===== src/ccm_pkg.sv =====
// ----------------------------------------------------------------------------
// CCM package
// Types, constants and AES round functions for the CBC-MAC authenticator.
// ----------------------------------------------------------------------------
`timescale 1ns / 1ps
package ccm_pkg;

    localparam int MAX_FRAME_BYTES = 127;
    localparam logic [7:0] B0_FLAGS = 8'h49;

    typedef enum logic [1:0] {
        MODE_HDR   = 2'd0,
        MODE_ASSOC = 2'd1,
        MODE_MSG   = 2'd2
    } t_mode;

    typedef enum logic [1:0] {
        REG_KEY_UPPER = 2'd0,
        REG_KEY_LOWER = 2'd1,
        REG_TAG_LEN   = 2'd2
    } t_reg;

    typedef enum logic [1:0] {
        TAGLEN_4  = 2'd0,
        TAGLEN_8  = 2'd1
    } t_taglen;

    typedef enum logic [1:0] {
        PH_IDLE  = 2'd0,
        PH_ASSOC = 2'd1,
        PH_MSG   = 2'd2
    } t_phase;

    typedef enum logic [1:0] {
        CMD_ABSORB = 2'd0,
        CMD_TAG    = 2'd1,
        CMD_ERR    = 2'd2
    } t_cmd_kind;

    typedef enum logic [1:0] {
        B_IDLE = 2'd0,
        B_AES  = 2'd1,
        B_TAG  = 2'd2
    } t_back_state;

    typedef struct packed {
        t_cmd_kind    kind;
        logic         restart;
        logic [3:0]   tag_last;
        logic [127:0] data;
    } t_cmd;

    typedef struct packed {
        logic push;
        t_cmd cmd;
    } t_push;

    typedef struct packed {
        logic not_empty;
        t_cmd cmd;
    } t_head;

    localparam logic [7:0] SBOX [256] = '{
        8'h63,8'h7c,8'h77,8'h7b,8'hf2,8'h6b,8'h6f,8'hc5,8'h30,8'h01,8'h67,8'h2b,8'hfe,8'hd7,8'hab,8'h76,
        8'hca,8'h82,8'hc9,8'h7d,8'hfa,8'h59,8'h47,8'hf0,8'had,8'hd4,8'ha2,8'haf,8'h9c,8'ha4,8'h72,8'hc0,
        8'hb7,8'hfd,8'h93,8'h26,8'h36,8'h3f,8'hf7,8'hcc,8'h34,8'ha5,8'he5,8'hf1,8'h71,8'hd8,8'h31,8'h15,
        8'h04,8'hc7,8'h23,8'hc3,8'h18,8'h96,8'h05,8'h9a,8'h07,8'h12,8'h80,8'he2,8'heb,8'h27,8'hb2,8'h75,
        8'h09,8'h83,8'h2c,8'h1a,8'h1b,8'h6e,8'h5a,8'ha0,8'h52,8'h3b,8'hd6,8'hb3,8'h29,8'he3,8'h2f,8'h84,
        8'h53,8'hd1,8'h00,8'hed,8'h20,8'hfc,8'hb1,8'h5b,8'h6a,8'hcb,8'hbe,8'h39,8'h4a,8'h4c,8'h58,8'hcf,
        8'hd0,8'hef,8'haa,8'hfb,8'h43,8'h4d,8'h33,8'h85,8'h45,8'hf9,8'h02,8'h7f,8'h50,8'h3c,8'h9f,8'ha8,
        8'h51,8'ha3,8'h40,8'h8f,8'h92,8'h9d,8'h38,8'hf5,8'hbc,8'hb6,8'hda,8'h21,8'h10,8'hff,8'hf3,8'hd2,
        8'hcd,8'h0c,8'h13,8'hec,8'h5f,8'h97,8'h44,8'h17,8'hc4,8'ha7,8'h7e,8'h3d,8'h64,8'h5d,8'h19,8'h73,
        8'h60,8'h81,8'h4f,8'hdc,8'h22,8'h2a,8'h90,8'h88,8'h46,8'hee,8'hb8,8'h14,8'hde,8'h5e,8'h0b,8'hdb,
        8'he0,8'h32,8'h3a,8'h0a,8'h49,8'h06,8'h24,8'h5c,8'hc2,8'hd3,8'hac,8'h62,8'h91,8'h95,8'he4,8'h79,
        8'he7,8'hc8,8'h37,8'h6d,8'h8d,8'hd5,8'h4e,8'ha9,8'h6c,8'h56,8'hf4,8'hea,8'h65,8'h7a,8'hae,8'h08,
        8'hba,8'h78,8'h25,8'h2e,8'h1c,8'ha6,8'hb4,8'hc6,8'he8,8'hdd,8'h74,8'h1f,8'h4b,8'hbd,8'h8b,8'h8a,
        8'h70,8'h3e,8'hb5,8'h66,8'h48,8'h03,8'hf6,8'h0e,8'h61,8'h35,8'h57,8'hb9,8'h86,8'hc1,8'h1d,8'h9e,
        8'he1,8'hf8,8'h98,8'h11,8'h69,8'hd9,8'h8e,8'h94,8'h9b,8'h1e,8'h87,8'he9,8'hce,8'h55,8'h28,8'hdf,
        8'h8c,8'ha1,8'h89,8'h0d,8'hbf,8'he6,8'h42,8'h68,8'h41,8'h99,8'h2d,8'h0f,8'hb0,8'h54,8'hbb,8'h16
    };

    function automatic logic [7:0] xtime(input logic [7:0] x);
        return {x[6:0], 1'b0} ^ (x[7] ? 8'h1b : 8'h00);
    endfunction

    function automatic logic [7:0] get_byte(input logic [127:0] v, input int i);
        return v[127 - 8 * i -: 8];
    endfunction

    // SubBytes, ShiftRows and, unless final, MixColumns
    function automatic logic [127:0] aes_round(input logic [127:0] s, input logic fin);
        logic [7:0]   t [16];
        logic [7:0]   u [16];
        logic [7:0]   a0, a1, a2, a3, al;
        logic [127:0] r;
        for (int i = 0; i < 16; i++) begin
            t[i] = SBOX[get_byte(s, i)];
        end
        for (int c = 0; c < 4; c++) begin
            for (int i = 0; i < 4; i++) begin
                u[i + 4 * c] = t[i + 4 * ((c + i) % 4)];
            end
        end
        for (int c = 0; c < 4; c++) begin
            a0 = u[4 * c];
            a1 = u[4 * c + 1];
            a2 = u[4 * c + 2];
            a3 = u[4 * c + 3];
            al = a0 ^ a1 ^ a2 ^ a3;
            if (!fin) begin
                u[4 * c]     = a0 ^ al ^ xtime(a0 ^ a1);
                u[4 * c + 1] = a1 ^ al ^ xtime(a1 ^ a2);
                u[4 * c + 2] = a2 ^ al ^ xtime(a2 ^ a3);
                u[4 * c + 3] = a3 ^ al ^ xtime(a3 ^ a0);
            end
        end
        for (int i = 0; i < 16; i++) begin
            r[127 - 8 * i -: 8] = u[i];
        end
        return r;
    endfunction

    function automatic logic [127:0] key_next(input logic [127:0] k, input logic [7:0] rcon);
        logic [7:0]   b [16];
        logic [127:0] r;
        for (int i = 0; i < 16; i++) begin
            b[i] = get_byte(k, i);
        end
        b[0] = b[0] ^ SBOX[b[13]] ^ rcon;
        b[1] = b[1] ^ SBOX[b[14]];
        b[2] = b[2] ^ SBOX[b[15]];
        b[3] = b[3] ^ SBOX[b[12]];
        for (int i = 4; i < 16; i++) begin
            b[i] = b[i] ^ b[i - 4];
        end
        for (int i = 0; i < 16; i++) begin
            r[127 - 8 * i -: 8] = b[i];
        end
        return r;
    endfunction

endpackage


===== src/ccm_cmd_fifo.sv =====
// ----------------------------------------------------------------------------
// CCM command queue
// Two-entry queue between the front end and the cipher back end.
// ----------------------------------------------------------------------------
`timescale 1ns / 1ps
module ccm_cmd_fifo (
    input  logic           i_clk,
    input  logic           i_rst_n,
    input  ccm_pkg::t_push i_push,
    output logic           o_ready,
    input  logic           i_pop,
    output ccm_pkg::t_head o_head
);
    import ccm_pkg::*;

    t_cmd       r_mem [2];
    logic       r_wp, r_rp;
    logic [1:0] r_cnt;
    logic       do_push, do_pop;

    assign o_ready          = (r_cnt != 2'd2);
    assign do_push          = i_push.push && o_ready;
    assign do_pop           = i_pop && (r_cnt != 2'd0);
    assign o_head.not_empty = (r_cnt != 2'd0);
    assign o_head.cmd       = r_mem[r_rp];

    always_ff @(posedge i_clk) begin
        if (!i_rst_n) begin
            r_wp  <= 1'b0;
            r_rp  <= 1'b0;
            r_cnt <= '0;
        end else begin
            if (do_push) begin
                r_wp <= !r_wp;
            end
            if (do_pop) begin
                r_rp <= !r_rp;
            end
            r_cnt <= r_cnt + {1'b0, do_push} - {1'b0, do_pop};
        end
        if (do_push) begin
            r_mem[r_wp] <= i_push.cmd;
        end
    end

endmodule


===== config.mk =====
export PLATFORM = sky130hd
export DESIGN_NAME = ccm_cmd_fifo
export DESIGN_NICKNAME = d
export VERILOG_FILES = /design/src/ccm_pkg.sv /design/src/ccm_cmd_fifo.sv
export SDC_FILE = /design/constraint.sdc
export NUM_CORES = 1
export LEC_CHECK = 0
export ABC_AREA = 1
export BUFFER_PORTS_ARGS = -buffer_cell sky130_fd_sc_hd__buf_4
export CAP_MARGIN = 20
export CELL_PAD_IN_SITES_DETAIL_PLACEMENT = 1
export CELL_PAD_IN_SITES_GLOBAL_PLACEMENT = 2
export CORE_MARGIN = 3
export CORE_UTILIZATION = 38
export CTS_CLUSTER_DIAMETER = 100
export CTS_CLUSTER_SIZE = 25
export DETAILED_ROUTE_END_ITERATION = 10
export GPL_TIMING_DRIVEN = 0
export PLACE_DENSITY = 0.9
export SLEW_MARGIN = 20
export SYNTH_ARGS = -nofsm -noshare
export SYNTH_HDL_FRONTEND = slang
export SYNTH_SLANG_ARGS = --single-unit
export TNS_END_PERCENT = 100

===== constraint.sdc =====
create_clock -name i_clk -period 8.7 [get_ports i_clk]
set_input_delay 0.435 -clock i_clk [delete_from_list [all_inputs] [get_ports i_clk]]
set_output_delay 0.435 -clock i_clk [all_outputs]
set_load 0.05 [all_outputs]

==> run_results.csv <==
group,metric,value,unit
critical_path,path_class,"flop to output port",
critical_path,cp_max_fo,10,
cells_and_area,drive_gt1_share,59.47,%
sta,final_max_slew_viol_count,0,
grt,grt_pass1_vias,5800,
grt,grt_pass1_wl,33620,um
min_path,hold_path_class,"primary input to flop",
critical_path,r2r_end,"r_mem[1][95]$_DFFE_PP_",
cells_and_area,post-route-util,50.64,%
clock_tree,cts_repair_resize_count,0,
yosys,synth_top_area_share,79.74,%
grt,track_usage,15.04,%
critical_path,reg2reg_slack,6.43,ns
critical_path,worstSetupEndpoint,"o_head[91]",
detailed_routing,drc_errors,0,
sta,fin_worst_skew,0.01155,ns
clock_tree,clockBufferDepth,3,
detailed_routing,routed_wl,22410,um
clock_tree,hold_buffers,0,
sta,slew-limit-headroom,41.56,%
detailed_routing,wire_per_inst,20.46,um
detailed_routing,num_vias,5197,
floorplan,start_util,38.80,%
sta,worst_pin_slew,0.8745,ns
detailed_routing,ant_nets,0,
yosys,synth-seq-cells,275,
sta,finalSetupViolCount,0,
yosys,ys.flop_type,"edfxtp_1",
yosys,async_flop_share,0,%
grt,grt_start_max_net_pins,28,
yosys,synthTopCellsByCount,"edfxtp_1 (270), mux2_2 (85), mux2_4 (50)",
critical_path,reg2reg_from,"r_cnt[0]$_SDFF_PN0_",
yosys,yosysTopAreaCell,"edfxtp_1",
floorplan,die_area,28750,um^2
clock_tree,cts_tree,"yes",
yosys,synth.area.top_cells,"edfxtp_1 (80%), mux2_2 (9.4%), mux2_4 (7.4%), dfxtp_1 (0.98%), buf_6 (0.78%)",
power,power_leakage,5.008,nW
floorplan,core_area,26210,um^2
yosys,syn_area,10170,um^2
cells_and_area,fillCellCount,2442,
clock_tree,cts_root_buf,"clkbuf_16",
critical_path,rr_worst_depth,6,
critical_path,arrival,1.92,ns
floorplan,io_pins,276,
cells_and_area,syn2layout_area_growth,30.53,%
critical_path,start_kind,"flop",
clock_tree,htree_num_levels,1,
yosys,syn_avg_cell_area,22.30,um^2
detailed_routing,drt_pass1_iterations,4,
detailed_routing,via_per_inst,4.746,
critical_path,worstSetupEndpointType,"output port",
yosys,seq_area_frac_synth,80.73,%
clock_tree,clk_pin_slew_worst_paths,0.10,ns
power,total_power,4.122,mW
clock_tree,cts_setup_buffers,0,
yosys,syn_inst,456,
yosys,syn_nets,596,
sta,fmax,425.1,MHz
detailed_routing,drt_iter0_drc,303,
place,numPlacedInstances,1076,
sta,rsz0062_at_grt,"false",
grt,antenna_found_initial,1,
place,hpwl,16560,um
cells_and_area,fin_nets,897,
cells_and_area,n_antenna_cell,0,
cells_and_area,final_cells,1095,
floorplan,die_y,169.6,um
grt,grt.overflow.total,0,
sta,min_period,2.352,ns
clock_tree,insertion_delay,0.48,ns
flow_run,max-cap-violations,0,
yosys,yosys.cell_count.top_type,"edfxtp_1",
sta,hold_viol,0,
critical_path,required,8.27,ns
clock_tree,cts.sinks,275,
power,p_per_area,310.6,nW/um^2
yosys,synth_edf_count,270,
clock_tree,cts_made_buffers,14,
run_status,outcome,"complete, no violations",
place,io_buffers,275,
yosys,yosysWarnings,0,
floorplan,die_w,169.6,um
power,max-vdd-ir-drop,0.0002510,V
floorplan,fp-row-count,59,
yosys,synth_cell_types,13,
place,finalWeightedCongestion,0.7012,
sta,min_period_over_period,27.04,%
sta,tns,0,ns
per-stage QoR:
stage                     hold slack (ns)  instance area [um^2]  setup slack (ns)
after floorplan                    0.4669                 10170             1.415
after global placement             0.4855                 12650            -1.792
after detailed placement           0.5080                 12880             6.375
after CTS                         0.09333                 13270             6.275
after global routing              0.09823                 13270             6.251
final                              0.1298                 13270             6.348
power by group:
part / switching (mW) / internal (mW) / total, mW
registers: 0.0466 / 1.68 / 1.72
logic: 1.11 / 0.593 / 1.70
clock network: 0.381 / 0.317 / 0.698
total: 1.54 / 2.58 / 4.12
worst max-delay path, cell delays in order (launching register included):
cell,delay [ns]
dfxtp_1,0.33
buf_6,0.16
buf_6,0.20
buf_6,0.21
mux2_4,0.32
buf_4,0.19
flip-flops by register name (all words and copies together) (netlist names), named ones only:
register	flops
r_mem	270
r_rp	1
r_cnt	2
r_wp	1
cell families (layout without fill, tap and decap cells):
kind of cell    Yosys count  count (layout)  share of synthesized area (%)
xor+xnor                  1               1                        0.08616
fa+ha+maj                 1               1                         0.1230
simple gates             21              21                         0.7875
buf+inv                  22             326                          1.428
flops                   275             275                          80.73
mux                     135             135                          16.80
compound gates            1               1                        0.04918
placed cells by master (no fill, tap or decap):
| master | n |
|---|---|
| inv_1 | 7 |
| mux2_2 | 85 |
| edfxtp_1 | 270 |
| nand2_1 | 11 |
| nor2_1 | 7 |
| buf_16 | 2 |
| buf_2 | 8 |
| buf_6 | 7 |
| clkbuf_1 | 4 |
| ha_1 | 1 |
| xnor2_1 | 1 |
| nor2_4 | 2 |
| buf_4 | 275 |
| dfxtp_1 | 5 |
| nand3_1 | 1 |
| buf_12 | 8 |
| clkbuf_16 | 15 |
| a21oi_1 | 1 |
| mux2_4 | 50 |
final cells by class:
type	instances	area, um^2	share of cell area [%]
Sequential cell	275	8208	61.85
Buffer	15	118.9	0.8956
Timing Repair Buffer	285	2280	17.18
Clock buffer	19	390.4	2.941
Multi-Input combinational cell	159	1829	13.78
Inverter	7	26.28	0.1980
Tap cell	335	419.2	3.158
per-layer routing:
| metal | track usage, % | wire (um) | vias to the layer above |
|---|---|---|---|
| met2 | 27.11 | 11700 | 187 |
| met1 | 17.47 | 8376 | 2601 |
| met3 | 4.822 | 1756 | 37 |
| met4 | 3.663 | 553 | 2 |
| met5 | 0 | 17 | - |
| li1 | - | - | 2370 |
how the worst min path moves through the flow:
stage / depth (start not counted) / startpoint / slack, ns / end
after global routing: 1 / i_push[78] / 0.1 / r_mem[1][78]$_DFFE_PP_
after detailed placement: 2 / r_rp$_SDFFE_PN0P_ / 0.51 / r_rp$_SDFFE_PN0P_
final: 1 / i_push[10] / 0.13 / r_mem[1][10]$_DFFE_PP_
after floorplan: 2 / r_rp$_SDFFE_PN0P_ / 0.47 / flop
after global placement: 2 / r_rp$_SDFFE_PN0P_ / 0.49 / r_rp$_SDFFE_PN0P_
after CTS: 1 / i_push[10] / 0.09 / r_mem[1][10]$_DFFE_PP_
No activity file was read; power rests on OpenSTA's default activity.
