<file path="src/ccm_pkg.sv">
// ----------------------------------------------------------------------------
// CCM package
// Types, constants and AES round functions for the CBC-MAC authenticator.
// ----------------------------------------------------------------------------
`timescale 1ns / 1ps
package ccm_pkg;

    localparam int MAX_FRAME_BYTES = 127;
    localparam logic [7:0] B0_FLAGS = 8'h49;

    typedef enum logic [1:0] {
        MODE_HDR   = 2'd0,
        MODE_ASSOC = 2'd1,
        MODE_MSG   = 2'd2
    } t_mode;

    typedef enum logic [1:0] {
        REG_KEY_UPPER = 2'd0,
        REG_KEY_LOWER = 2'd1,
        REG_TAG_LEN   = 2'd2
    } t_reg;

    typedef enum logic [1:0] {
        TAGLEN_4  = 2'd0,
        TAGLEN_8  = 2'd1
    } t_taglen;

    typedef enum logic [1:0] {
        PH_IDLE  = 2'd0,
        PH_ASSOC = 2'd1,
        PH_MSG   = 2'd2
    } t_phase;

    typedef enum logic [1:0] {
        CMD_ABSORB = 2'd0,
        CMD_TAG    = 2'd1,
        CMD_ERR    = 2'd2
    } t_cmd_kind;

    typedef enum logic [1:0] {
        B_IDLE = 2'd0,
        B_AES  = 2'd1,
        B_TAG  = 2'd2
    } t_back_state;

    typedef struct packed {
        t_cmd_kind    kind;
        logic         restart;
        logic [3:0]   tag_last;
        logic [127:0] data;
    } t_cmd;

    typedef struct packed {
        logic push;
        t_cmd cmd;
    } t_push;

    typedef struct packed {
        logic not_empty;
        t_cmd cmd;
    } t_head;

    localparam logic [7:0] SBOX [256] = '{
        8'h63,8'h7c,8'h77,8'h7b,8'hf2,8'h6b,8'h6f,8'hc5,8'h30,8'h01,8'h67,8'h2b,8'hfe,8'hd7,8'hab,8'h76,
        8'hca,8'h82,8'hc9,8'h7d,8'hfa,8'h59,8'h47,8'hf0,8'had,8'hd4,8'ha2,8'haf,8'h9c,8'ha4,8'h72,8'hc0,
        8'hb7,8'hfd,8'h93,8'h26,8'h36,8'h3f,8'hf7,8'hcc,8'h34,8'ha5,8'he5,8'hf1,8'h71,8'hd8,8'h31,8'h15,
        8'h04,8'hc7,8'h23,8'hc3,8'h18,8'h96,8'h05,8'h9a,8'h07,8'h12,8'h80,8'he2,8'heb,8'h27,8'hb2,8'h75,
        8'h09,8'h83,8'h2c,8'h1a,8'h1b,8'h6e,8'h5a,8'ha0,8'h52,8'h3b,8'hd6,8'hb3,8'h29,8'he3,8'h2f,8'h84,
        8'h53,8'hd1,8'h00,8'hed,8'h20,8'hfc,8'hb1,8'h5b,8'h6a,8'hcb,8'hbe,8'h39,8'h4a,8'h4c,8'h58,8'hcf,
        8'hd0,8'hef,8'haa,8'hfb,8'h43,8'h4d,8'h33,8'h85,8'h45,8'hf9,8'h02,8'h7f,8'h50,8'h3c,8'h9f,8'ha8,
        8'h51,8'ha3,8'h40,8'h8f,8'h92,8'h9d,8'h38,8'hf5,8'hbc,8'hb6,8'hda,8'h21,8'h10,8'hff,8'hf3,8'hd2,
        8'hcd,8'h0c,8'h13,8'hec,8'h5f,8'h97,8'h44,8'h17,8'hc4,8'ha7,8'h7e,8'h3d,8'h64,8'h5d,8'h19,8'h73,
        8'h60,8'h81,8'h4f,8'hdc,8'h22,8'h2a,8'h90,8'h88,8'h46,8'hee,8'hb8,8'h14,8'hde,8'h5e,8'h0b,8'hdb,
        8'he0,8'h32,8'h3a,8'h0a,8'h49,8'h06,8'h24,8'h5c,8'hc2,8'hd3,8'hac,8'h62,8'h91,8'h95,8'he4,8'h79,
        8'he7,8'hc8,8'h37,8'h6d,8'h8d,8'hd5,8'h4e,8'ha9,8'h6c,8'h56,8'hf4,8'hea,8'h65,8'h7a,8'hae,8'h08,
        8'hba,8'h78,8'h25,8'h2e,8'h1c,8'ha6,8'hb4,8'hc6,8'he8,8'hdd,8'h74,8'h1f,8'h4b,8'hbd,8'h8b,8'h8a,
        8'h70,8'h3e,8'hb5,8'h66,8'h48,8'h03,8'hf6,8'h0e,8'h61,8'h35,8'h57,8'hb9,8'h86,8'hc1,8'h1d,8'h9e,
        8'he1,8'hf8,8'h98,8'h11,8'h69,8'hd9,8'h8e,8'h94,8'h9b,8'h1e,8'h87,8'he9,8'hce,8'h55,8'h28,8'hdf,
        8'h8c,8'ha1,8'h89,8'h0d,8'hbf,8'he6,8'h42,8'h68,8'h41,8'h99,8'h2d,8'h0f,8'hb0,8'h54,8'hbb,8'h16
    };

    function automatic logic [7:0] xtime(input logic [7:0] x);
        return {x[6:0], 1'b0} ^ (x[7] ? 8'h1b : 8'h00);
    endfunction

    function automatic logic [7:0] get_byte(input logic [127:0] v, input int i);
        return v[127 - 8 * i -: 8];
    endfunction

    // SubBytes, ShiftRows and, unless final, MixColumns
    function automatic logic [127:0] aes_round(input logic [127:0] s, input logic fin);
        logic [7:0]   t [16];
        logic [7:0]   u [16];
        logic [7:0]   a0, a1, a2, a3, al;
        logic [127:0] r;
        for (int i = 0; i < 16; i++) begin
            t[i] = SBOX[get_byte(s, i)];
        end
        for (int c = 0; c < 4; c++) begin
            for (int i = 0; i < 4; i++) begin
                u[i + 4 * c] = t[i + 4 * ((c + i) % 4)];
            end
        end
        for (int c = 0; c < 4; c++) begin
            a0 = u[4 * c];
            a1 = u[4 * c + 1];
            a2 = u[4 * c + 2];
            a3 = u[4 * c + 3];
            al = a0 ^ a1 ^ a2 ^ a3;
            if (!fin) begin
                u[4 * c]     = a0 ^ al ^ xtime(a0 ^ a1);
                u[4 * c + 1] = a1 ^ al ^ xtime(a1 ^ a2);
                u[4 * c + 2] = a2 ^ al ^ xtime(a2 ^ a3);
                u[4 * c + 3] = a3 ^ al ^ xtime(a3 ^ a0);
            end
        end
        for (int i = 0; i < 16; i++) begin
            r[127 - 8 * i -: 8] = u[i];
        end
        return r;
    endfunction

    function automatic logic [127:0] key_next(input logic [127:0] k, input logic [7:0] rcon);
        logic [7:0]   b [16];
        logic [127:0] r;
        for (int i = 0; i < 16; i++) begin
            b[i] = get_byte(k, i);
        end
        b[0] = b[0] ^ SBOX[b[13]] ^ rcon;
        b[1] = b[1] ^ SBOX[b[14]];
        b[2] = b[2] ^ SBOX[b[15]];
        b[3] = b[3] ^ SBOX[b[12]];
        for (int i = 4; i < 16; i++) begin
            b[i] = b[i] ^ b[i - 4];
        end
        for (int i = 0; i < 16; i++) begin
            r[127 - 8 * i -: 8] = b[i];
        end
        return r;
    endfunction

endpackage

</file>
<file path="src/ccm_front.sv">
// ----------------------------------------------------------------------------
// CCM front end
// Accepts header and data items, assembles blocks and queues commands.
// ----------------------------------------------------------------------------
`timescale 1ns / 1ps
module ccm_front (
    input  logic              i_clk,
    input  logic              i_rst_n,
    input  logic              i_in_valid,
    output logic              o_in_ready,
    input  logic [1:0]        i_mode,
    input  logic [63:0]       i_source_address,
    input  logic [39:0]       i_slot_number,
    input  logic [6:0]        i_assoc_length,
    input  logic [6:0]        i_message_length,
    input  logic [7:0]        i_data_byte,
    input  logic [1:0]        i_tag_length_code,
    input  logic              i_q_ready,
    output ccm_pkg::t_push    o_push
);
    import ccm_pkg::*;

    t_phase       r_phase, n_phase;
    logic [3:0]   r_pos, n_pos;
    logic [6:0]   r_arem, n_arem;
    logic [6:0]   r_mrem, n_mrem;
    logic [127:0] r_asm, n_asm;
    logic         r_pend_pad, n_pend_pad;
    logic         r_pend_tag, n_pend_tag;

    logic         acc;
    logic [7:0]   len_sum;
    logic [127:0] with_byte;
    logic [127:0] padded;
    logic [3:0]   tag_last;
    logic         take_byte;
    logic         part_end;

    assign o_in_ready = !r_pend_pad && !r_pend_tag && i_q_ready;
    assign acc        = i_in_valid && o_in_ready;
    assign len_sum    = {1'b0, i_assoc_length} + {1'b0, i_message_length};

    always_comb begin
        case (i_tag_length_code)
            TAGLEN_4: tag_last = 4'd3;
            TAGLEN_8: tag_last = 4'd7;
            default:  tag_last = 4'd15;
        endcase
    end

    always_comb begin
        with_byte = r_asm;
        with_byte[127 - 8 * r_pos -: 8] = i_data_byte;
        for (int i = 0; i < 16; i++) begin
            padded[127 - 8 * i -: 8] = (4'(i) <= r_pos) ? with_byte[127 - 8 * i -: 8] : 8'h00;
        end
    end

    always_comb begin
        n_phase    = r_phase;
        n_pos      = r_pos;
        n_arem     = r_arem;
        n_mrem     = r_mrem;
        n_asm      = r_asm;
        n_pend_pad = r_pend_pad;
        n_pend_tag = r_pend_tag;
        o_push     = '0;
        o_push.cmd.tag_last = tag_last;
        take_byte  = 1'b0;
        part_end   = 1'b0;

        if (r_pend_pad && i_q_ready) begin
            o_push.push     = 1'b1;
            o_push.cmd.kind = CMD_ABSORB;
            n_pend_pad      = 1'b0;
        end else if (r_pend_tag && i_q_ready) begin
            o_push.push     = 1'b1;
            o_push.cmd.kind = CMD_TAG;
            n_pend_tag      = 1'b0;
        end else if (acc) begin
            case (i_mode)
                MODE_HDR: begin
                    if (len_sum > 8'(MAX_FRAME_BYTES)) begin
                        o_push.push     = 1'b1;
                        o_push.cmd.kind = CMD_ERR;
                        n_phase         = PH_IDLE;
                    end else begin
                        o_push.push        = 1'b1;
                        o_push.cmd.kind    = CMD_ABSORB;
                        o_push.cmd.restart = 1'b1;
                        o_push.cmd.data    = {8'h00, 1'b0, i_message_length, i_slot_number,
                                              i_source_address, B0_FLAGS};
                        n_asm[127:112]     = {8'h00, 1'b0, i_assoc_length};
                        n_pos              = 4'd2;
                        n_arem             = i_assoc_length;
                        n_mrem             = i_message_length;
                        n_phase            = PH_ASSOC;
                        if (i_assoc_length == 7'd0) begin
                            n_pend_pad = 1'b1;
                            n_pos      = 4'd0;
                            n_phase    = PH_MSG;
                            if (i_message_length == 7'd0) begin
                                n_pend_tag = 1'b1;
                                n_phase    = PH_IDLE;
                            end
                        end
                    end
                end
                MODE_ASSOC: begin
                    if (r_phase == PH_ASSOC && r_arem != 7'd0) begin
                        take_byte = 1'b1;
                        part_end  = (r_arem == 7'd1);
                        n_arem    = r_arem - 7'd1;
                        if (part_end) begin
                            n_phase = PH_MSG;
                            if (r_mrem == 7'd0) begin
                                n_pend_tag = 1'b1;
                                n_phase    = PH_IDLE;
                            end
                        end
                    end
                end
                MODE_MSG: begin
                    if (r_phase == PH_MSG && r_mrem != 7'd0) begin
                        take_byte = 1'b1;
                        part_end  = (r_mrem == 7'd1);
                        n_mrem    = r_mrem - 7'd1;
                        if (part_end) begin
                            n_pend_tag = 1'b1;
                            n_phase    = PH_IDLE;
                        end
                    end
                end
                default: begin
                end
            endcase
            if (take_byte) begin
                n_asm = with_byte;
                n_pos = part_end ? 4'd0 : r_pos + 4'd1;
                if (part_end || r_pos == 4'd15) begin
                    o_push.push     = 1'b1;
                    o_push.cmd.kind = CMD_ABSORB;
                    o_push.cmd.data = padded;
                end
            end
        end
    end

    always_ff @(posedge i_clk) begin
        if (!i_rst_n) begin
            r_phase    <= PH_IDLE;
            r_pos      <= '0;
            r_arem     <= '0;
            r_mrem     <= '0;
            r_pend_pad <= 1'b0;
            r_pend_tag <= 1'b0;
        end else begin
            r_phase    <= n_phase;
            r_pos      <= n_pos;
            r_arem     <= n_arem;
            r_mrem     <= n_mrem;
            r_pend_pad <= n_pend_pad;
            r_pend_tag <= n_pend_tag;
        end
        r_asm <= n_asm;
    end

endmodule

</file>
<file path="config.mk">
export PLATFORM = sky130hd
export DESIGN_NAME = ccm_front
export DESIGN_NICKNAME = d
export VERILOG_FILES = /design/src/ccm_pkg.sv /design/src/ccm_front.sv
export SDC_FILE = /design/constraint.sdc
export NUM_CORES = 1
export LEC_CHECK = 0
export ABC_AREA = 1
export BUFFER_PORTS_ARGS = -buffer_cell sky130_fd_sc_hd__buf_2
export CORE_UTILIZATION = 45
export DETAILED_ROUTE_END_ITERATION = 8
export PLACE_DENSITY = 0.69
export SYNTH_ARGS = -nofsm -noshare
export SYNTH_HDL_FRONTEND = slang
export SYNTH_SLANG_ARGS = --single-unit
</file>
<file path="constraint.sdc">
create_clock -name i_clk -period 8 [get_ports i_clk]
set_input_delay 0 -clock i_clk [delete_from_list [all_inputs] [get_ports i_clk]]
set_output_delay 0 -clock i_clk [all_outputs]
set_load 0.02 [all_outputs]
</file>
==> out/results.ini, run 1 <==
[floorplanning]
die_h_um=159.2
rows=57
design.die.area_mm2=0.02534
initial_core_util=0.4586
floorplan.io_pins=271
placeableCoreArea_mm2=0.02425
die_x_um=159.2

[placement]
io_buffers=268
dpl_worst_slack_ps=3997
place.detailed.hpwl_um=23230
placed_cells_incl_taps=2083
globalplace.congestion=0.8907

[power_and_ir_drop]
total_power_density_per_cell_area_mw_per_mm2=145.1
internal_power_uw=1417
worst_ir_drop_vdd_mv=0.1497
clockPowerShare=0.436
p_sw_frac=0.2570
pwr-share-seq=0.445
static_leakage_uw=0.005235
combinationalPowerShare=0.119
power.switching_uw=490.2

[run]
cap_violations=0

[global_route]
antenna_found_initial=0
global_route_wire_length_before_repair_um=53940
maximum_number_of_pins_on_one_net_before_global_route_repair=120
grt_pass1_vias=10326
grt_remaining_overflow=0
grt_use_total=0.2637

[route]
post_drt_via_cell_ratio=5.380
vias=11428
routedWlPerCell_um=15.77
finalWirelength_um=33500
residual_antenna_violating_net_count_after_detailed_routing=0
remaining_drc_errors=0
detailedRoute.firstIterationViolations=1283
drt_pre_antenna_iters=5

[clocking]
cts_buffers=17
clk_transition_reported_paths_ps=60
ctsLongestPathBuffers=2
tritoncts=yes
clk_latency_ps=440
cts_setup_buffers=0
root_buffer=sky130_fd_sc_hd__clkbuf_16
clk_sinks=150
ctsHtreeMaxLevel=4

[sta]
grt_setup_unrepaired=no
drv_slew=0
worst_slack_ps=3483
max_freq_mhz=221.4
finalClockSkew_ps=7.947
tightest_slew_ps=1189
period_minus_slack_ps=4517
finalHoldViolCount=0
max_slew_margin=0.2070
fin_tns_setup_ps=0
fin_crit_sh=0.5646
setup_violations=0

[layout]
layout.cells.non_filler=2124
final.fill_count=2398
multi_input_comb_area_mm2=0.006067
layout-drive-gt1-share=0.1912
fin_nets=1941
most-common-layout-cells=sky130_fd_sc_hd__nand2_1 (528), sky130_fd_sc_hd__buf_2 (268), sky130_fd_sc_hd__nor2_1 (205)
most_common_library_cell_in_the_layout_ignoring_fill_and_taps=sky130_fd_sc_hd__nand2_1
area_growth_syn_to_layout_pct=18.24
register_area_mm2=0.004284

[critical_path]
worst-r2r-setup-slack_ps=4390
critical_path.startpoint_type=register
critPathKind=register to output port
critPathCaptureType=output port
critical_path_required_ps=8000
critical_path_peak_fanout=112
critPathArrivalTime_ps=4520

[synth]
async_reset_ff_frac=0
synthDominantAreaCellType=sky130_fd_sc_hd__edfxtp_1
netlist_instances=1584
yosysTopAreaCellShare=0.3457
synth.cell_area_mm2=0.01112
syn-mean-instance-area_um2=7.020
postSynthRegisterBits=150
synth.distinct_cells=39
yosysWarnings=0
synth_edf_count=128
sequential_cell_area_fraction_in_the_yosys_report=0.3853
synth_ff_type=sky130_fd_sc_hd__edfxtp_1
netlist_top_cells_area=sky130_fd_sc_hd__edfxtp_1 (35%), sky130_fd_sc_hd__nand2_1 (18%), sky130_fd_sc_hd__nor2_1 (7.0%)

[run_status]
run_status=finished clean

[worst_hold_path]
hp-class=input port to register

-- worst max-delay path, stage by stage, from the launching register on --
cell	delay, ps
sky130_fd_sc_hd__dfxtp_1	780
sky130_fd_sc_hd__nand2_2	320
sky130_fd_sc_hd__nor2_2	270
sky130_fd_sc_hd__inv_2	70
sky130_fd_sc_hd__nand2_4	660
sky130_fd_sc_hd__buf_4	900
sky130_fd_sc_hd__nand2_1	510
sky130_fd_sc_hd__nor2_1	200
sky130_fd_sc_hd__buf_2	190
-- synthesized netlist by cell type, types with 2 or more instances --
master / number
sky130_fd_sc_hd__o31ai_4: 2
sky130_fd_sc_hd__ha_1: 21
sky130_fd_sc_hd__o21bai_1: 3
sky130_fd_sc_hd__edfxtp_1: 128
sky130_fd_sc_hd__inv_1: 74
sky130_fd_sc_hd__nand2_1: 529
sky130_fd_sc_hd__nand3_1: 143
sky130_fd_sc_hd__nor2_2: 8
sky130_fd_sc_hd__o21ai_1: 13
sky130_fd_sc_hd__nor3_1: 8
sky130_fd_sc_hd__buf_1: 8
sky130_fd_sc_hd__o21a_1: 35
sky130_fd_sc_hd__a21boi_1: 20
sky130_fd_sc_hd__buf_4: 7
sky130_fd_sc_hd__nor2_1: 206
sky130_fd_sc_hd__o31ai_1: 7
sky130_fd_sc_hd__a21oi_1: 39
sky130_fd_sc_hd__a211oi_1: 2
sky130_fd_sc_hd__buf_2: 52
sky130_fd_sc_hd__nor2_4: 2
sky130_fd_sc_hd__dfxtp_1: 22
sky130_fd_sc_hd__nand2_2: 3
sky130_fd_sc_hd__inv_2: 7
sky130_fd_sc_hd__o21ai_0: 97
sky130_fd_sc_hd__xor2_1: 2
sky130_fd_sc_hd__a21boi_0: 85
sky130_fd_sc_hd__nand4_1: 8
sky130_fd_sc_hd__mux2_2: 11
sky130_fd_sc_hd__clkinv_1: 3
sky130_fd_sc_hd__clkbuf_1: 30
-- per-layer routing --
metal,GRT usage,up-vias,routed length (um)
met4,0.09397,0,848
li1,-,5669,-
met5,0,-,0
met3,0.03933,60,2321
met1,0.3740,5221,15230
met2,0.4087,478,15100
-- logic make-up after synthesis --
group | Yosys count | synth area share
AND/OR/NAND/NOR | 911 | 0.3324
flip-flops | 150 | 0.3853
multiplexers | 11 | 0.01114
buffers and inverters | 183 | 0.07078
XOR/XNOR | 2 | 0.001576
other | 1 | 0.0003372
adder cells (fa/ha/maj) | 21 | 0.02363
AO/OA/AOI/OAI | 305 | 0.1749
-- per-stage QoR --
step	util	hold slack (ps)	area (um2)	total power (uW)
finish	0.5422	3.227	13150	1907
global route	0.5421	16.60	13150	1969
CTS	0.5421	3.065	13150	1911
detailed placement	0.5138	228.7	12460	1088
global placement	0.5138	227.2	12460	1085
floorplan	-	125.0	11120	1004
-- repair_timing --
action | CTS | global route
hold buffers | 8 | 0
endpoints found under the hold margin | 14 | 0
gates resized for setup | 0 | 0
-- power groups by stage --
stage               clock, uW  sequential [uW]  combinational, uW
floorplan                   0              863                140
global placement            0              865                220
detailed placement          0              865                223
CTS                       836              848                227
global route              866              849                254
finish                    832              848                227
-- flip-flops by register name, summed over array words and instances (netlist names) --
name,cells
r_asm,128
r_pend_tag,1
r_mrem,7
r_phase,2
r_pos,4
r_pend_pad,1
r_arem,7
-- area by class of cell --
cell class | count | share of cell area
diodes | 1 | 0.0001903
flip-flops and latches | 150 | 0.3258
repair buffers | 281 | 0.1110
clock inverters | 15 | 0.01370
clock buffers | 17 | 0.03236
well taps | 324 | 0.03083
multi-input cells | 1252 | 0.4615
inverters | 84 | 0.02465
-- worst paths after layout --
kind / depth (start not counted) / end / start
worst max-delay path: 8 / o_push[126] / r_pos[3]
worst min-delay path: 3 / r_asm[115] / i_assoc_length[3]
worst min register to register: 2 / r_phase[0] / r_phase[0]
worst max register to register: 9 / r_arem[2] / r_pend_pad
No activity file was read; power rests on OpenSTA's default activity.
==> run 2, diff against run 1 <==
Settings changed: PLACE_DENSITY 0.69 to 0.72.
Clock period 8 ns to 3.6 ns, I/O delays scaled along.
==> run 2 against run 1 <==
Compared with the run above: design area grew 0.89%; sequential share of layout area shrank 0.29 points; die area stayed put; worst hold slack better by 20 ps; cell count grew 0.66%; count of clock-buffer cells in the layout stayed put; clock power grew 110%; global-route usage increased by 0.15 points; via count grew 0.52%; non-clock buffer count grew 13; critical path depth increased by 5; largest cell class unchanged; largest power group unchanged; highest routed layer unchanged.
==> out/results.ini, run 2 (synthesized netlist as in run 1, its figures left out) <==
[clocking]
ctsHtreeMaxLevel=4  ; unchanged
ctsLongestPathBuffers=2  ; unchanged
clk_sinks=150  ; unchanged
cts_buffers=17  ; unchanged
clk_latency_ps=430  ; about the same
root_buffer=sky130_fd_sc_hd__clkbuf_16
tritoncts=yes
cts_setup_buffers=0  ; unchanged
clk_transition_reported_paths_ps=70  ; about the same

[route]
remaining_drc_errors=0  ; unchanged
residual_antenna_violating_net_count_after_detailed_routing=0  ; unchanged
detailedRoute.firstIterationViolations=1197  ; -6.7%
drt_pre_antenna_iters=6  ; +1
vias=11487  ; +0.52%
routedWlPerCell_um=16.02  ; +1.6%
post_drt_via_cell_ratio=5.373  ; -0.14%
finalWirelength_um=34260  ; +2.3%

[floorplanning]
floorplan.io_pins=271  ; unchanged
placeableCoreArea_mm2=0.02425  ; unchanged
die_x_um=159.2  ; unchanged
rows=57  ; unchanged
initial_core_util=0.4586  ; unchanged
design.die.area_mm2=0.02534  ; unchanged
die_h_um=159.2  ; unchanged

[run_status]
run_status=finished clean

[critical_path]
critical_path.startpoint_type=register
critPathCaptureType=output port
critical_path_peak_fanout=60  ; -46%
critical_path_buf_inv_count=3  ; unchanged
critical-path-top-cell-by-count=sky130_fd_sc_hd__nand2_1
critPathArrivalTime_ps=3140  ; -1380 ps
critPathKind=register to output port
path_cells=inv_1 > ha_1 > nand2_1 > nor2_2 > nand2_2 > nand4_1 > nand2_1 > nand2_1 > nand2_4 > buf_4 > a21boi_0 > nor2_1 > buf_2
critPathSlowestCell=sky130_fd_sc_hd__nand2_4
critical-path-top-delay-family=simple AND/OR/NAND/NOR gates
timing.critical_path.slowest_cell_delay_ps=500  ; -400 ps
critical_path_required_ps=3600  ; -4400 ps

[power_and_ir_drop]
worst_ir_drop_vdd_mv=0.3075  ; +110%
static_leakage_uw=0.005288  ; +1.0%
total_power_density_per_cell_area_mw_per_mm2=311.6  ; +110%

[layout]
most_common_library_cell_in_the_layout_ignoring_fill_and_taps=sky130_fd_sc_hd__nand2_1
final.fill_count=2331  ; -2.8%
finalInstanceArea_mm2=0.01327  ; +0.89%
top_register=r_asm
register_area_mm2=0.004284  ; unchanged
largest_register_ffs=128  ; unchanged
area_growth_syn_to_layout_pct=19.30
fin_util=0.5471  ; +0.004851
layout-drive-gt1-share=0.1987  ; +0.007458
most-common-layout-cells=sky130_fd_sc_hd__nand2_1 (528), sky130_fd_sc_hd__buf_2 (268), sky130_fd_sc_hd__nor2_1 (205)
multi_input_comb_area_mm2=0.006085  ; +0.29%
layout.cells.non_filler=2138  ; +0.66%
biggest_registers_after_layout=r_asm x128, r_arem x7, r_mrem x7
fin_nets=1954  ; +0.67%

[sta]
drv_slew=0  ; unchanged
setup_violations=0  ; unchanged
fin_crit_sh=0.8724
period_minus_slack_ps=3141
grt_setup_unrepaired=no
finalClockSkew_ps=8.163  ; +0.2156 ps
max_freq_mhz=318.4
max_slew_margin=0.2593  ; +0.05226
finalHoldViolCount=0  ; unchanged
tightest_slew_ps=1111  ; -78.40 ps
fin_tns_setup_ps=0  ; unchanged
holdWs_ps=22.90  ; +19.67 ps

[placement]
post_dp_cell_area_mm2=0.01262  ; +1.3%
placed_cells_incl_taps=2097  ; +0.67%
globalplace.congestion=0.9400  ; +5.5%
place.detailed.hpwl_um=24340  ; +4.8%
io_buffers=268  ; unchanged

[global_route]
grt_use_total=0.2652  ; +0.001525
maximum_number_of_pins_on_one_net_before_global_route_repair=113  ; -5.8%
grt_remaining_overflow=0  ; unchanged
antenna_found_initial=2  ; +2
global_route_wire_length_before_repair_um=54060  ; +0.23%
grt_pass1_vias=10261  ; -0.63%

[run]
cap_violations=0  ; unchanged

[worst_hold_path]
hp-class=input port to register

## run 2: cell count changes in the layout (fill, tap and decap cells not counted), moves of 2 or more
cell / previous run / this run
sky130_fd_sc_hd__clkinvlp_4: 2 / 5
sky130_fd_sc_hd__buf_12: 0 / 3
sky130_fd_sc_hd__inv_6: 3 / 7
sky130_fd_sc_hd__clkinv_4: 5 / 3
sky130_fd_sc_hd__buf_4: 5 / 16
sky130_fd_sc_hd__bufinv_16: 3 / 1
## run 2: worst paths after layout
path                       start    endpoint  slack [ps]  cells after the start
min          i_message_length[1]   r_mrem[1]          20                      5
max                    r_mrem[0]  o_push[31]         460                     13
max reg2reg           r_pend_pad   r_arem[2]         500                      9
min reg2reg           r_phase[0]  r_phase[0]         490                      2
## run 2: area by class of cell
class	instances	area share
antenna	2	0.0003773
clock buffer	17	0.03207
clock inverter	15	0.01085
inverter	84	0.02452
multi-input combinational	1252	0.4587
sequential	150	0.3230
tap	324	0.03056
timing repair buffer	294	0.1200
## run 2: repair_timing
action                                  CTS  global route
hold buffers                              7             0
endpoints found under the setup margin    0             0
endpoints found under the hold margin    15             0
gates resized for setup                   0             0
## run 2: routing by layer
metal	up-vias	track usage	routed length [um]
met1	5161	0.3684	15280
met2	565	0.4175	15450
met4	0	0.08698	692
li1	5705	-	-
met3	56	0.04767	2833
met5	-	0	0
## run 2: power breakdown
| part | switching, uW | internal, uW |
|---|---|---|
| Sequential | 8.98 | 1870 |
| Clock | 775 | 965 |
| Combinational | 329 | 182 |
| Total | 1110 | 3020 |
## run 2: tightest hold or removal path, cell delays in order
cell and delay, ps:
sky130_fd_sc_hd__buf_2 120, sky130_fd_sc_hd__nand2_1 50, sky130_fd_sc_hd__o21ai_0 60, sky130_fd_sc_hd__o21ai_0 80
sky130_fd_sc_hd__a21oi_1 100
## run 2: stage by stage
step / total power [uW] / setup WS (ps)
final: 4133 / 459.3
after global routing: 4274 / 73.88
after CTS: 4142 / 479.1
after detailed placement: 2420 / 918.3
after global placement: 2413 / 968.6
after floorplan: 2231 / 8.287
==> run 3, diff against run 2 <==
Settings changed: CELL_PAD_IN_SITES_DETAIL_PLACEMENT set to 0, CELL_PAD_IN_SITES_GLOBAL_PLACEMENT set to 1, CORE_UTILIZATION 45 to 35, PLACE_DENSITY 0.72 to unset, PLACE_DENSITY_LB_ADDON set to 0.1, SLEW_MARGIN set to 20.
==> run 3 against run 2 <==
Compared with the run above: fmax rose by 0.24%; critical path depth fell by 5; design area rose by 0.54%; clock skew rose by 6.3 ps; clock power rose by 6%; global-route usage fell by 4.5 points; largest power group unchanged; first-iteration DRC count fell by 23%; via count fell by 4.4%; routed wire length rose by 5.6%; die area rose by 28%; highest routed layer is now met5.
==> out/results.ini, run 3 (synthesized netlist as in run 1, its figures left out) <==
[power_and_ir_drop]
combinationalPowerShare=0.120  ; -0.004
clockPowerShare=0.434  ; +0.013
p_sw_frac=0.2674  ; -0.001666
power.switching_uw=1130  ; +1.6%
internal_power_uw=3097  ; +2.5%
total_power_density_per_cell_area_mw_per_mm2=317.0  ; +1.7%
worst_ir_drop_vdd_mv=0.2922  ; -5.0%
static_leakage_uw=0.005261  ; -0.52%
pwr-share-seq=0.446  ; -0.010

[global_route]
antenna_found_initial=3  ; +1
grt_remaining_overflow=0  ; unchanged
grt_pass1_vias=10412  ; +1.5%
global_route_wire_length_before_repair_um=57390  ; +6.2%
grt_use_total=0.2202  ; -0.04503
maximum_number_of_pins_on_one_net_before_global_route_repair=120  ; +6.2%

[layout]
layout-drive-gt1-share=0.1948  ; -0.003892
area_growth_syn_to_layout_pct=19.94
most_common_library_cell_in_the_layout_ignoring_fill_and_taps=sky130_fd_sc_hd__nand2_1
top_register=r_asm
most-common-layout-cells=sky130_fd_sc_hd__nand2_1 (528), sky130_fd_sc_hd__buf_2 (268), sky130_fd_sc_hd__nor2_1 (205)
fin_nets=1944  ; -0.51%
largest_register_ffs=128  ; unchanged
layout.cells.non_filler=2200  ; +2.9%
biggest_registers_after_layout=r_asm x128, r_arem x7, r_mrem x7

[sta]
max_slew_margin=0.3932  ; +0.1339
grt_setup_unrepaired=no
fin_crit_sh=0.8703  ; -0.002071
finalClockSkew_ps=14.48  ; +6.318 ps
tightest_slew_ps=908.0  ; -203.0 ps
finalHoldViolCount=0  ; unchanged
fin_tns_setup_ps=0  ; unchanged
max_freq_mhz=319.2  ; +0.24%
setup_violations=0  ; unchanged
drv_slew=0  ; unchanged
period_minus_slack_ps=3133  ; -7.454 ps

[critical_path]
worstReg2RegEnd=r_pos[2]
worst_setup_path_startpoint=r_pos[3]
critPathArrivalTime_ps=3130  ; about the same
critical_path_required_ps=3600  ; about the same
r2r.worst_path.cells=11  ; +2
reg2reg_from=r_mrem[0]
critPathCaptureType=output port
critical_path_peak_fanout=112  ; +87%
timing.critical_path.to=o_push[96]
critical_path.startpoint_type=register
critPathKind=register to output port
worst-r2r-setup-slack_ps=970  ; +470 ps

[floorplanning]
placeableCoreArea_mm2=0.03091  ; +27%
floorplan.io_pins=271  ; unchanged
initial_core_util=0.3597  ; -0.09883
die_x_um=180.2  ; +13%
design.die.area_mm2=0.03249  ; +28%
rows=64  ; +12%
die_h_um=180.2  ; +13%

[clocking]
clk_transition_reported_paths_ps=70  ; about the same
cts_buffers=17  ; unchanged
tritoncts=yes
clk_latency_ps=430  ; about the same
ctsLongestPathBuffers=2  ; unchanged
post_cts_resized=0  ; unchanged
clk_sinks=150  ; unchanged
ctsHtreeMaxLevel=4  ; unchanged
root_buffer=sky130_fd_sc_hd__clkbuf_16

[placement]
placed_cells_incl_taps=2161  ; +3.1%
globalplace.congestion=0.8315  ; -12%
place.detailed.hpwl_um=26120  ; +7.3%
io_buffers=268  ; unchanged

[route]
detailedRoute.firstIterationViolations=926  ; -23%
drt_pre_antenna_iters=5  ; -1
remaining_drc_errors=0  ; unchanged
routedWlPerCell_um=16.45  ; +2.7%
residual_antenna_violating_net_count_after_detailed_routing=0  ; unchanged
finalWirelength_um=36190  ; +5.6%
post_drt_via_cell_ratio=4.991  ; -7.1%
vias=10980  ; -4.4%

[run]
cap_violations=0  ; unchanged

[run_status]
run_status=finished clean

[worst_hold_path]
hp-class=input port to register

## run 3: changes by cell type in the layout (fill, tap and decap cells not counted)
cell / before / now
sky130_fd_sc_hd__clkbuf_1: 0 / 1
sky130_fd_sc_hd__inv_6: 7 / 6
sky130_fd_sc_hd__buf_12: 3 / 6
sky130_fd_sc_hd__buf_4: 16 / 5
sky130_fd_sc_hd__clkinvlp_4: 5 / 3
sky130_fd_sc_hd__inv_8: 0 / 2
sky130_fd_sc_hd__clkinv_4: 3 / 2
sky130_fd_sc_hd__dlygate4sd3_1: 7 / 5
sky130_fd_sc_hd__bufinv_16: 1 / 2
## run 3: how the worst min path moves through the flow
stage             endpoint  cells past startpoint                 start
5_1_grt         r_asm[118]                      3     i_assoc_length[6]
4_1_cts          r_arem[1]                      5     i_assoc_length[1]
2_1_floorplan   o_in_ready                      2             i_q_ready
3_3_place_gp   o_push[131]                      2  i_tag_length_code[1]
6_report         r_arem[1]                      5     i_assoc_length[1]
3_5_place_dp   o_push[131]                      2  i_tag_length_code[1]
## run 3: area by class of cell
cell class                 instances  area [um2]
fill                            3351       17570
multi-input combinational       1252        6085
sequential                       150        4284
timing repair buffer             284        1549
tap                              396       495.5
clock buffer                      18       429.2
inverter                          84       325.3
clock inverter                    14       163.9
antenna                            2       5.005
## run 3: worst max-delay path, cell delays in order (launching register included)
cell	delay, ps
sky130_fd_sc_hd__dfxtp_1	810
sky130_fd_sc_hd__nand2_2	360
sky130_fd_sc_hd__nor2_2	380
sky130_fd_sc_hd__inv_2	80
sky130_fd_sc_hd__nand2_4	120
sky130_fd_sc_hd__buf_12	340
sky130_fd_sc_hd__a21boi_0	200
sky130_fd_sc_hd__nor2_1	130
sky130_fd_sc_hd__buf_2	170
## run 3: layer usage
metal,track usage,vias up,share of wire
met5,0,-,0.00028
met4,0.03795,2,0.0070
met3,0.04285,15,0.057
met2,0.3290,342,0.42
met1,0.3292,4945,0.52
li1,-,5676,-
## run 3: metrics by stage
stage	hold WS (ps)	worst slack [ps]	instance area, um2	util	total power, uW
global placement	226.3	881.1	12690	0.4105	2426
finish	3.022	466.8	13340	0.4315	4227
detailed placement	227.1	873.3	12690	0.4105	2426
global route	46.04	185.6	13330	0.4314	4377
floorplan	125.0	8.287	11140	-	2231
CTS	1.032	397.1	13330	0.4313	4263
## run 3: what timing repair did
| action | 4_1_cts | 5_1_grt |
|---|---|---|
| setup buffers | 0 | 0 |
| endpoints found under the hold margin | 15 | 0 |
| hold buffers | 5 | 0 |
## run 3: power groups by stage
stage | Combinational [uW] | Clock, uW | Sequential (uW)
detailed placement | 504 | 0 | 1920
CTS | 510 | 1870 | 1880
global route | 572 | 1920 | 1890
finish | 507 | 1840 | 1880
global placement | 504 | 0 | 1920
floorplan | 313 | 0 | 1920
